### config.mk
export PLATFORM = sky130hd
export DESIGN_NAME = background_tile_pixel_fetcher
export DESIGN_NICKNAME = d
export VERILOG_FILES = /design/src/design/btpf_pkg.sv /design/src/design/btpf_ram.sv /design/src/design/btpf_fifo.sv /design/src/design/btpf_fetch.sv /design/src/design/background_tile_pixel_fetcher.sv
export VERILOG_INCLUDE_DIRS = /design/src /design/src/design
export SDC_FILE = /design/constraint.sdc
export NUM_CORES = 1
export LEC_CHECK = 0
export BUFFER_PORTS_ARGS = -buffer_cell sky130_fd_sc_hd__buf_2
export CAP_MARGIN = 20
export CORE_MARGIN = 4
export CORE_UTILIZATION = 42
export DETAILED_ROUTE_END_ITERATION = 10
export GPL_TIMING_DRIVEN = 0
export PLACE_DENSITY = 0.71
export SLEW_MARGIN = 10
export SYNTH_ARGS = -nofsm -noshare
export SYNTH_HDL_FRONTEND = slang
export SYNTH_SLANG_ARGS = --single-unit
### constraint.sdc
create_clock -name clk_i -period 3.8 [get_ports clk_i]
set_clock_uncertainty 0.1 [all_clocks]
set_input_delay 0.76 -clock clk_i [delete_from_list [all_inputs] [get_ports clk_i]]
set_output_delay 0.76 -clock clk_i [all_outputs]
set_load 0.03 [all_outputs]
### src/design/background_tile_pixel_fetcher_assert.svh
// Assertion macros used by the background tile fetcher top level.
`ifndef BACKGROUND_TILE_PIXEL_FETCHER_ASSERT_SVH
`define BACKGROUND_TILE_PIXEL_FETCHER_ASSERT_SVH

// Same-cycle implication, clocked on clk_i and disabled while rst_ni is low.
`define BTPF_ASSERT_IMPL(lbl, ante, cons) \
  lbl: assert property (@(posedge clk_i) disable iff (!rst_ni) (ante) |-> (cons)) \
    else $error("btpf: same-cycle check failed");

// Next-cycle implication, clocked on clk_i and disabled while rst_ni is low.
`define BTPF_ASSERT_NEXT(lbl, ante, cons) \
  lbl: assert property (@(posedge clk_i) disable iff (!rst_ni) (ante) |=> (cons)) \
    else $error("btpf: next-cycle check failed");

`endif

### src/design/btpf_pkg.sv
// Types and constants of the background tile pixel fetcher.
package btpf_pkg;

  // Item modes.
  localparam logic [1:0] MODE_TICK  = 2'd0;
  localparam logic [1:0] MODE_START = 2'd1;
  localparam logic [1:0] MODE_POP   = 2'd2;

  // Fetch phases.
  localparam logic [1:0] PH_TILE = 2'd0;
  localparam logic [1:0] PH_LOW  = 2'd1;
  localparam logic [1:0] PH_HIGH = 2'd2;
  localparam logic [1:0] PH_PUSH = 2'd3;

  // Tile data areas.
  localparam logic [15:0] AREA_UNSIGNED = 16'h8000;
  localparam logic [15:0] AREA_SIGNED   = 16'h9000;

  localparam int unsigned LEVEL_W    = 5;
  localparam int unsigned ROW_PIXELS = 8;
  localparam int unsigned ROW_W      = 16;

  typedef struct packed {
    logic [1:0]  mode;
    logic [7:0]  vram_byte;
    logic [15:0] map_base;
    logic [7:0]  line_in_tile;
  } in_t;

  typedef struct packed {
    logic [1:0]  pixel;
    logic        pixel_valid;
    logic [4:0]  fifo_level;
    logic [15:0] read_address;
    logic [1:0]  fetch_phase;
  } out_t;

  // Fetch control for one accepted word.
  typedef struct packed {
    logic        tick;
    logic        start;
    logic [7:0]  data;
    logic [15:0] map_base;
    logic [7:0]  line;
  } fetch_ctl_t;

  // FIFO commands for one accepted word.
  typedef struct packed {
    logic push;
    logic pop;
    logic clear;
  } fifo_ctl_t;

  // FIFO status seen by the fetcher and the output pipeline.
  typedef struct packed {
    logic [LEVEL_W-1:0] count;
    logic               can_push;
    logic               nonempty;
    logic [2:0]         head_off;
  } fifo_stat_t;

endpackage

### src/design/btpf_ram.sv
// Generic single-port-write, single-port-read RAM with a registered read.
module btpf_ram #(
  parameter int unsigned WIDTH = 16,
  parameter int unsigned DEPTH = 2
) (
  input  logic                     clk_i,
  input  logic                     we_i,
  input  logic [$clog2(DEPTH)-1:0] waddr_i,
  input  logic [WIDTH-1:0]         wdata_i,
  input  logic                     re_i,
  input  logic [$clog2(DEPTH)-1:0] raddr_i,
  output logic [WIDTH-1:0]         rdata_o
);

  logic [WIDTH-1:0] mem_q [DEPTH];
  logic [WIDTH-1:0] rdata_q;

  // Write port.
  always_ff @(posedge clk_i) begin
    if (we_i) begin
      mem_q[waddr_i] <= wdata_i;
    end
  end

  // Read port; the data holds until the next enabled read.
  always_ff @(posedge clk_i) begin
    if (re_i) begin
      rdata_q <= mem_q[raddr_i];
    end
  end

  assign rdata_o = rdata_q;

endmodule

### src/design/btpf_fifo.sv
// Pixel FIFO: rows of eight pixels in a RAM, with head, tail and count.
module btpf_fifo #(
  parameter int unsigned FIFO_DEPTH = 16,
  parameter int unsigned PUSH_LIMIT = 8
) (
  input  logic                                clk_i,
  input  logic                                rst_ni,
  input  btpf_pkg::fifo_ctl_t                 ctl_i,
  input  logic [btpf_pkg::ROW_W-1:0]          push_word_i,
  output btpf_pkg::fifo_stat_t                stat_o,
  output logic [btpf_pkg::ROW_W-1:0]          row_o
);

  localparam int unsigned ROWS = FIFO_DEPTH / btpf_pkg::ROW_PIXELS;
  localparam int unsigned RW   = $clog2(ROWS);

  logic [RW-1:0]                  tail_row_q, tail_row_d;
  logic [RW-1:0]                  head_row_q, head_row_d;
  logic [2:0]                     head_off_q, head_off_d;
  logic [btpf_pkg::LEVEL_W-1:0]   count_q, count_d;
  logic                           can_push;
  logic                           do_push;
  logic                           do_pop;

  // A push needs the level at or below the limit and room for a whole row.
  assign can_push = (count_q <= btpf_pkg::LEVEL_W'(PUSH_LIMIT)) &&
                    (({1'b0, count_q} + 6'd8) <= 6'(FIFO_DEPTH));
  assign do_push  = ctl_i.push && can_push;
  assign do_pop   = ctl_i.pop && (count_q != '0);

  // Pointer and level update.
  always_comb begin
    tail_row_d = tail_row_q;
    head_row_d = head_row_q;
    head_off_d = head_off_q;
    count_d    = count_q;
    if (ctl_i.clear) begin
      tail_row_d = '0;
      head_row_d = '0;
      head_off_d = '0;
      count_d    = '0;
    end else if (do_push) begin
      tail_row_d = (tail_row_q == RW'(ROWS - 1)) ? '0 : tail_row_q + 1'b1;
      count_d    = count_q + btpf_pkg::LEVEL_W'(btpf_pkg::ROW_PIXELS);
    end else if (do_pop) begin
      head_off_d = head_off_q + 1'b1;
      count_d    = count_q - 1'b1;
      if (head_off_q == 3'd7) begin
        head_row_d = (head_row_q == RW'(ROWS - 1)) ? '0 : head_row_q + 1'b1;
      end
    end
  end

  always_ff @(posedge clk_i or negedge rst_ni) begin
    if (!rst_ni) begin
      tail_row_q <= '0;
      head_row_q <= '0;
      head_off_q <= '0;
      count_q    <= '0;
    end else begin
      tail_row_q <= tail_row_d;
      head_row_q <= head_row_d;
      head_off_q <= head_off_d;
      count_q    <= count_d;
    end
  end

  // Pixel rows; a pop reads the head row at its accept edge.
  btpf_ram #(
    .WIDTH (btpf_pkg::ROW_W),
    .DEPTH (ROWS)
  ) u_ram (
    .clk_i   (clk_i),
    .we_i    (do_push),
    .waddr_i (tail_row_q),
    .wdata_i (push_word_i),
    .re_i    (ctl_i.pop),
    .raddr_i (head_row_q),
    .rdata_o (row_o)
  );

  assign stat_o.count    = count_q;
  assign stat_o.can_push = can_push;
  assign stat_o.nonempty = (count_q != '0);
  assign stat_o.head_off = head_off_q;

endmodule

### src/design/btpf_fetch.sv
// Fetch sequencer: tick parity, phase, tile registers and read address.
module btpf_fetch (
  input  logic                       clk_i,
  input  logic                       rst_ni,
  input  btpf_pkg::fetch_ctl_t       ctl_i,
  input  logic                       unsigned_area_i,
  input  logic                       can_push_i,
  output logic                       push_o,
  output logic [btpf_pkg::ROW_W-1:0] push_word_o,
  output logic [1:0]                 phase_o,
  output logic [15:0]                addr_o
);

  logic        tick_half_q, tick_half_d;
  logic [1:0]  phase_q, phase_d;
  logic [7:0]  tile_cnt_q, tile_cnt_d;
  logic [15:0] row_base_q, row_base_d;
  logic [7:0]  row_in_tile_q, row_in_tile_d;
  logic [7:0]  tile_num_q, tile_num_d;
  logic [7:0]  lo_q, lo_d;
  logic [7:0]  hi_q, hi_d;
  logic        act;
  logic [15:0] tile_base;
  logic [15:0] plane_addr;

  // Only every second tick does fetch work.
  assign act    = ctl_i.tick && tick_half_q;
  assign push_o = act && (phase_q == btpf_pkg::PH_PUSH);

  always_comb begin
    tick_half_d   = tick_half_q;
    phase_d       = phase_q;
    tile_cnt_d    = tile_cnt_q;
    row_base_d    = row_base_q;
    row_in_tile_d = row_in_tile_q;
    tile_num_d    = tile_num_q;
    lo_d          = lo_q;
    hi_d          = hi_q;
    if (ctl_i.tick) begin
      tick_half_d = !tick_half_q;
    end
    if (ctl_i.start) begin
      row_base_d    = ctl_i.map_base;
      row_in_tile_d = ctl_i.line;
      tile_cnt_d    = '0;
      phase_d       = btpf_pkg::PH_TILE;
    end else if (act) begin
      case (phase_q)
        btpf_pkg::PH_TILE: begin
          tile_num_d = ctl_i.data;
          lo_d       = '0;
          hi_d       = '0;
          phase_d    = btpf_pkg::PH_LOW;
        end
        btpf_pkg::PH_LOW: begin
          lo_d    = ctl_i.data;
          hi_d    = '0;
          phase_d = btpf_pkg::PH_HIGH;
        end
        btpf_pkg::PH_HIGH: begin
          hi_d    = ctl_i.data;
          phase_d = btpf_pkg::PH_PUSH;
        end
        default: begin
          if (can_push_i) begin
            tile_cnt_d = tile_cnt_q + 1'b1;
            phase_d    = btpf_pkg::PH_TILE;
          end
        end
      endcase
    end
  end

  always_ff @(posedge clk_i or negedge rst_ni) begin
    if (!rst_ni) begin
      tick_half_q   <= 1'b0;
      phase_q       <= btpf_pkg::PH_TILE;
      tile_cnt_q    <= '0;
      row_base_q    <= '0;
      row_in_tile_q <= '0;
      tile_num_q    <= '0;
      lo_q          <= '0;
      hi_q          <= '0;
    end else begin
      tick_half_q   <= tick_half_d;
      phase_q       <= phase_d;
      tile_cnt_q    <= tile_cnt_d;
      row_base_q    <= row_base_d;
      row_in_tile_q <= row_in_tile_d;
      tile_num_q    <= tile_num_d;
      lo_q          <= lo_d;
      hi_q          <= hi_d;
    end
  end

  // Row word: the most significant pixel sits in the lowest slot.
  always_comb begin
    push_word_o = '0;
    for (int k = 0; k < 8; k++) begin
      push_word_o[2*k +: 2] = {hi_q[7-k], lo_q[7-k]};
    end
  end

  // Tile data base: unsigned from one area, sign-extended tile number from the other.
  assign tile_base  = unsigned_area_i ?
                      (btpf_pkg::AREA_UNSIGNED + {4'b0, tile_num_q, 4'b0}) :
                      (btpf_pkg::AREA_SIGNED + {{4{tile_num_q[7]}}, tile_num_q, 4'b0});
  assign plane_addr = tile_base + {7'b0, row_in_tile_q, 1'b0};

  always_comb begin
    case (phase_q)
      btpf_pkg::PH_TILE: addr_o = row_base_q + {8'b0, tile_cnt_q};
      btpf_pkg::PH_LOW:  addr_o = plane_addr;
      btpf_pkg::PH_HIGH: addr_o = plane_addr + 16'd1;
      default:           addr_o = '0;
    endcase
  end

  assign phase_o = phase_q;

endmodule

### src/design/background_tile_pixel_fetcher.sv
// Top level of the background tile pixel fetcher.
//
// Input channel (in_valid_i/in_ready_o, in_i) takes one word per item: a tick,
// a start of a new row fetch, or a pop of one pixel. Output channel
// (out_valid_o/out_ready_i, out_o) returns exactly one word per input word,
// in order: the popped pixel, the FIFO level, the next read address and the
// fetch phase. The caller presents on each tick the memory byte found at the
// read address of the previous result word.
// An accepted word moves through the middle and result stages; a new word is
// accepted every cycle while in_ready_o is high. The pixel FIFO lives in a RAM
// of eight-pixel rows with a registered read, read at the pop's accept edge and
// picked up in the result stage. cfg_we_i/cfg_wdata_i set the tile area select.
// Reset clears the sequencer, the FIFO pointers and the pipeline, and sets
// the tile area select to the unsigned area; the RAM needs no clearing.
// When the receiver stalls, the result register holds and one more word can
// sit in the middle stage; after that in_ready_o drops until it drains.
module background_tile_pixel_fetcher #(
  parameter int unsigned FIFO_DEPTH = 16,
  parameter int unsigned PUSH_LIMIT = 8
) (
  input  logic             clk_i,
  input  logic             rst_ni,
  input  logic             in_valid_i,
  output logic             in_ready_o,
  input  btpf_pkg::in_t    in_i,
  output logic             out_valid_o,
  input  logic             out_ready_i,
  output btpf_pkg::out_t   out_o,
  input  logic             cfg_we_i,
  input  logic             cfg_wdata_i
);

  `include "background_tile_pixel_fetcher_assert.svh"

  logic                       utile_q, utile_d;
  logic                       s1_valid_q, s1_valid_d;
  logic                       s1_pop_q, s1_pop_d;
  logic [2:0]                 s1_off_q, s1_off_d;
  logic                       out_valid_q, out_valid_d;
  btpf_pkg::out_t             out_q, out_d;
  logic                       adv;
  logic                       acc;
  btpf_pkg::fetch_ctl_t       fetch_ctl;
  btpf_pkg::fifo_ctl_t        fifo_ctl;
  btpf_pkg::fifo_stat_t       fifo_stat;
  logic                       push;
  logic [btpf_pkg::ROW_W-1:0] push_word;
  logic [btpf_pkg::ROW_W-1:0] row;
  logic [1:0]                 phase;
  logic [15:0]                addr;

  // Handshake: the middle stage moves when the result register is free.
  assign adv        = !out_valid_q || out_ready_i;
  assign in_ready_o = !s1_valid_q || adv;
  assign acc        = in_valid_i && in_ready_o;

  // Tile area select register.
  assign utile_d = cfg_we_i ? cfg_wdata_i : utile_q;

  // Decode the accepted word.
  assign fetch_ctl.tick     = acc && (in_i.mode == btpf_pkg::MODE_TICK);
  assign fetch_ctl.start    = acc && (in_i.mode == btpf_pkg::MODE_START);
  assign fetch_ctl.data     = in_i.vram_byte;
  assign fetch_ctl.map_base = in_i.map_base;
  assign fetch_ctl.line     = in_i.line_in_tile;

  assign fifo_ctl.push  = push;
  assign fifo_ctl.pop   = acc && (in_i.mode == btpf_pkg::MODE_POP);
  assign fifo_ctl.clear = fetch_ctl.start;

  btpf_fetch u_fetch (
    .clk_i           (clk_i),
    .rst_ni          (rst_ni),
    .ctl_i           (fetch_ctl),
    .unsigned_area_i (utile_q),
    .can_push_i      (fifo_stat.can_push),
    .push_o          (push),
    .push_word_o     (push_word),
    .phase_o         (phase),
    .addr_o          (addr)
  );

  btpf_fifo #(
    .FIFO_DEPTH (FIFO_DEPTH),
    .PUSH_LIMIT (PUSH_LIMIT)
  ) u_fifo (
    .clk_i       (clk_i),
    .rst_ni      (rst_ni),
    .ctl_i       (fifo_ctl),
    .push_word_i (push_word),
    .stat_o      (fifo_stat),
    .row_o       (row)
  );

  // Middle stage: remembers whether a pixel was popped and from which slot.
  always_comb begin
    s1_valid_d = s1_valid_q;
    s1_pop_d   = s1_pop_q;
    s1_off_d   = s1_off_q;
    if (acc) begin
      s1_valid_d = 1'b1;
      s1_pop_d   = fifo_ctl.pop && fifo_stat.nonempty;
      s1_off_d   = fifo_stat.head_off;
    end else if (adv) begin
      s1_valid_d = 1'b0;
    end
  end

  // Result stage: the state registers reflect the middle-stage word here.
  always_comb begin
    out_valid_d = out_valid_q;
    out_d       = out_q;
    if (adv) begin
      out_valid_d = s1_valid_q;
      if (s1_valid_q) begin
        out_d.pixel        = s1_pop_q ? row[{s1_off_q, 1'b0} +: 2] : 2'd0;
        out_d.pixel_valid  = s1_pop_q;
        out_d.fifo_level   = fifo_stat.count;
        out_d.read_address = addr;
        out_d.fetch_phase  = phase;
      end
    end
  end

  always_ff @(posedge clk_i or negedge rst_ni) begin
    if (!rst_ni) begin
      utile_q     <= 1'b1;
      s1_valid_q  <= 1'b0;
      out_valid_q <= 1'b0;
    end else begin
      utile_q     <= utile_d;
      s1_valid_q  <= s1_valid_d;
      out_valid_q <= out_valid_d;
    end
  end

  always_ff @(posedge clk_i) begin
    s1_pop_q <= s1_pop_d;
    s1_off_q <= s1_off_d;
    out_q    <= out_d;
  end

  assign out_valid_o = out_valid_q;
  assign out_o       = out_q;

  // Checks on the pipeline and the FIFO.
  `BTPF_ASSERT_IMPL(a_ready_blocked, !in_ready_o, s1_valid_q && out_valid_q)
  `BTPF_ASSERT_IMPL(a_level_bound, out_valid_q, out_q.fifo_level <= 5'd16)
  `BTPF_ASSERT_NEXT(a_nopop_zero, adv && s1_valid_q && !s1_pop_q,
                    out_q.pixel == 2'd0 && !out_q.pixel_valid)
  `BTPF_ASSERT_IMPL(a_push_addr, out_valid_q && out_q.fetch_phase == btpf_pkg::PH_PUSH,
                    out_q.read_address == 16'd0)

endmodule
==> flow_summary.ini <==
[timing]
min_period_ns = 3.05
hold_slack_ns = 0.158
period_share = 0.803
rsz0062_at_grt = false
slew_headroom = 0.483
fin_ws_ns = 0.747
setup_tns_ns = 0
max_freq_mhz = 328
setup_viol = 0
slew_violations = 0
worst_slew_pin_slew_ns = 0.771
finalHoldViolations = 0

[pwr]
clockPowerShare = 0.320
ir_drop_mv = 0.423
switching_share = 0.338
cellLeakagePower_nw = 3.39
internal_power_w = 0.00345
power.density_nw_per_um2 = 647
p_seq_frac = 0.441
power_frac_comb = 0.239
p_sw_w = 0.00176

[synth]
ys_ff_latch = 150
synth_area_per_cell_um2 = 12.3
ys_types = 58
yosysTopAreaCell = edfxtp_1
yosysMostFrequentCell = nand2_1
synth_enable_flop_cells = 78
yosys-top-cells-count = 102 x nand2_1, 78 x edfxtp_1, 71 x dfrtp_1, 27 x mux2_2, 27 x o21ai_0
synth.top_cell.area_share = 0.344
synthArstFlopShare = 0.480
seq_area_frac_synth = 0.609
synth_nets = 619
synth.area.top_cells = edfxtp_1 34%, dfrtp_1 26%, nand2_1 5.6%, ha_1 4.8%, mux2_2 4.5%
synth_cells = 551
synth_area_um2 = 6800
synth_ff_type = edfxtp_1
yosysWarnings = 0

[grt]
grt_max_degree = 45
antenna_found_initial = 0
first_global_vias = 4754
grt_overflow = 0
track_usage = 0.166
grt_pass1_wl_um = 23800

[critical_path]
cp.arrival_ns = 3.01
worstPathMaxFanout = 16
crit_path_start_kind = register
crit_type = register to register
cp_slowest_cell = nor2b_2
r2r_cells = 6
cpPeakStageDelay_ns = 0.73
path_cells = inv_1 -> ha_1 -> nor3b_1 -> a31oi_1 -> nor3b_2 -> nor2b_2
cp.required_ns = 3.76
end_kind = register

[detailed_routing]
drc_errors = 0
wirelength_um = 14300
firstDrtPassIters = 6
drtAntennaViolNets = 0
wl_per_cell_um = 16.5
drtIter0Drc = 290
viasPerCell = 5.28
vias = 4579

[clock_tree]
cts_buffers = 17
clk_pin_slew_worst_paths_ns = 0.06
htree_levels = 4
cts-root-buf = clkbuf_16
ctsHoldBuffers = 0
cts.path.max_buffers = 2
postCtsSetupRepairBufs = 0
cts_resized = 0
insertion_delay_ns = 0.43
cts_tree = built
clock-sinks = 150

[die]
coreArea_um2 = 15900
fp.dieW_um = 135
die_y_um = 135
num_rows = 46
die_area_um2 = 18300
initial_core_util = 0.428
io_pins = 68

[run]
maxCapViolations = 0

[placed_design]
dp_slack_ns = 0.694
place.gp.congestion = 0.852
portBuffers = 67
hpwl_um = 10500

[cells_and_area]
drive_gt1_frac = 0.227
area_delta_synth_final_pct = 18.5
fin_util = 0.508
nets = 707
num-fill-cells = 1390
diodes = 0

[hold_path]
worstHoldPathType = input pin to asynchronous set/reset pin

[outcome]
status = complete, no violations
-- layout make-up --
class / count / area (µm²) / area share
Sequential cell: 150 / 4150 / 0.514
Buffer: 15 / 70.1 / 0.00869
Timing Repair Buffer: 69 / 385 / 0.0478
Multi-Input combinational cell: 365 / 2510 / 0.312
Clock buffer: 17 / 425 / 0.0527
Inverter: 21 / 78.8 / 0.00977
Tap cell: 216 / 270 / 0.0335
Clock inverter: 15 / 178 / 0.0220
-- power by group through the flow --
stage | logic, W | clock network, W | registers (W)
finish | 0.00125 | 0.00167 | 0.00230
CTS | 0.00125 | 0.00170 | 0.00230
floorplan | 0.000754 | 0 | 0.00240
detailed placement | 0.00124 | 0 | 0.00233
global route | 0.00138 | 0.00177 | 0.00234
global placement | 0.00119 | 0 | 0.00231
-- layer usage --
layer  vias up  track usage  wire [µm]
met5         -            0          0
met4         0       0.0733        385
met3        37       0.0420        791
met2       162        0.269       6990
met1      2196        0.213       6130
li1       2184            -          -
-- final timing paths --
check	end	startpoint	slack, ns
min in group clk_i	u_fifo.u_ram.mem_q[0][5]	u_fetch.hi_q[5]	0.37
max in group asynchronous	utile_q	rst_ni	2.84
hold reg to reg	u_fifo.u_ram.mem_q[0][5]	u_fetch.hi_q[5]	0.37
setup reg to reg	u_fifo.u_ram.mem_q[0][5]	u_fifo.count_q[0]	0.75
hold / removal	u_fetch.row_base_q[5]	rst_ni	0.16
setup / recovery	u_fifo.u_ram.mem_q[0][5]	u_fifo.count_q[0]	0.75
-- worst max-delay path: cells and delay by family (launching register included) --
| kind | cells | cell delay [ns] |
|---|---|---|
| flip-flops | 1 | 0.43 |
| AO/OA/AOI/OAI | 1 | 0.34 |
| buffers and inverters | 1 | 0.10 |
| AND/OR/NAND/NOR | 3 | 1.52 |
| adder cells (fa/ha/maj) | 1 | 0.21 |
-- flip-flops by register name, indices dropped and copies added (netlist names), 5 cells and up --
register	flops
u_fifo.u_ram.mem_q	32
out_o	26
u_fetch.row_base_q	16
u_fifo.u_ram.rdata_o	16
u_fetch.hi_q	8
u_fetch.lo_q	8
u_fetch.row_in_tile_q	8
u_fetch.tile_cnt_q	8
u_fetch.tile_num_q	8
u_fifo.count_q	5
-- logic make-up (layout without fill, tap and decap cells) --
family          after synthesis  in the layout  share of synthesized area
simple gates                191            191                      0.134
flops                       150            150                      0.609
compound gates               90             90                     0.0899
mux                          39             39                     0.0697
buf+inv                      36            137                     0.0219
fa+ha+maj                    28             28                     0.0537
xor+xnor                     17             17                     0.0219
-- cell usage in the layout, fill, tap and decap left out, types with 4 or more instances in the layout --
cell type,Yosys,routed
xnor2_1,11,11
inv_1,21,21
o21ai_0,27,27
nor2b_1,6,5
ha_1,26,26
xor2_1,6,6
and2_1,4,4
nand4_1,4,4
mux4_2,4,4
nor4b_1,4,4
inv_6,0,4
a211oi_1,6,6
clkbuf_16,0,17
mux2i_1,8,8
o211ai_1,5,5
a21oi_1,12,12
nand2b_1,9,9
nor3_1,5,5
clkbuf_1,8,8
inv_8,0,5
nand2_1,102,102
nand3_1,12,12
a22o_1,12,12
mux2_2,27,27
o21a_1,6,6
nor2_1,21,21
clkinv_8,0,5
dfrtp_1,71,71
edfxtp_1,78,78
buf_2,5,71
-- through the flow --
stage | cells | instance area [µm²] | power, W
global route | 868 | 8070 | 0.00549
floorplan | 551 | 6800 | 0.00315
global placement | 834 | 7410 | 0.00350
detailed placement | 836 | 7460 | 0.00356
CTS | 868 | 8070 | 0.00525
finish | 868 | 8070 | 0.00521
Note: power is estimated with default switching activity, not from simulation.
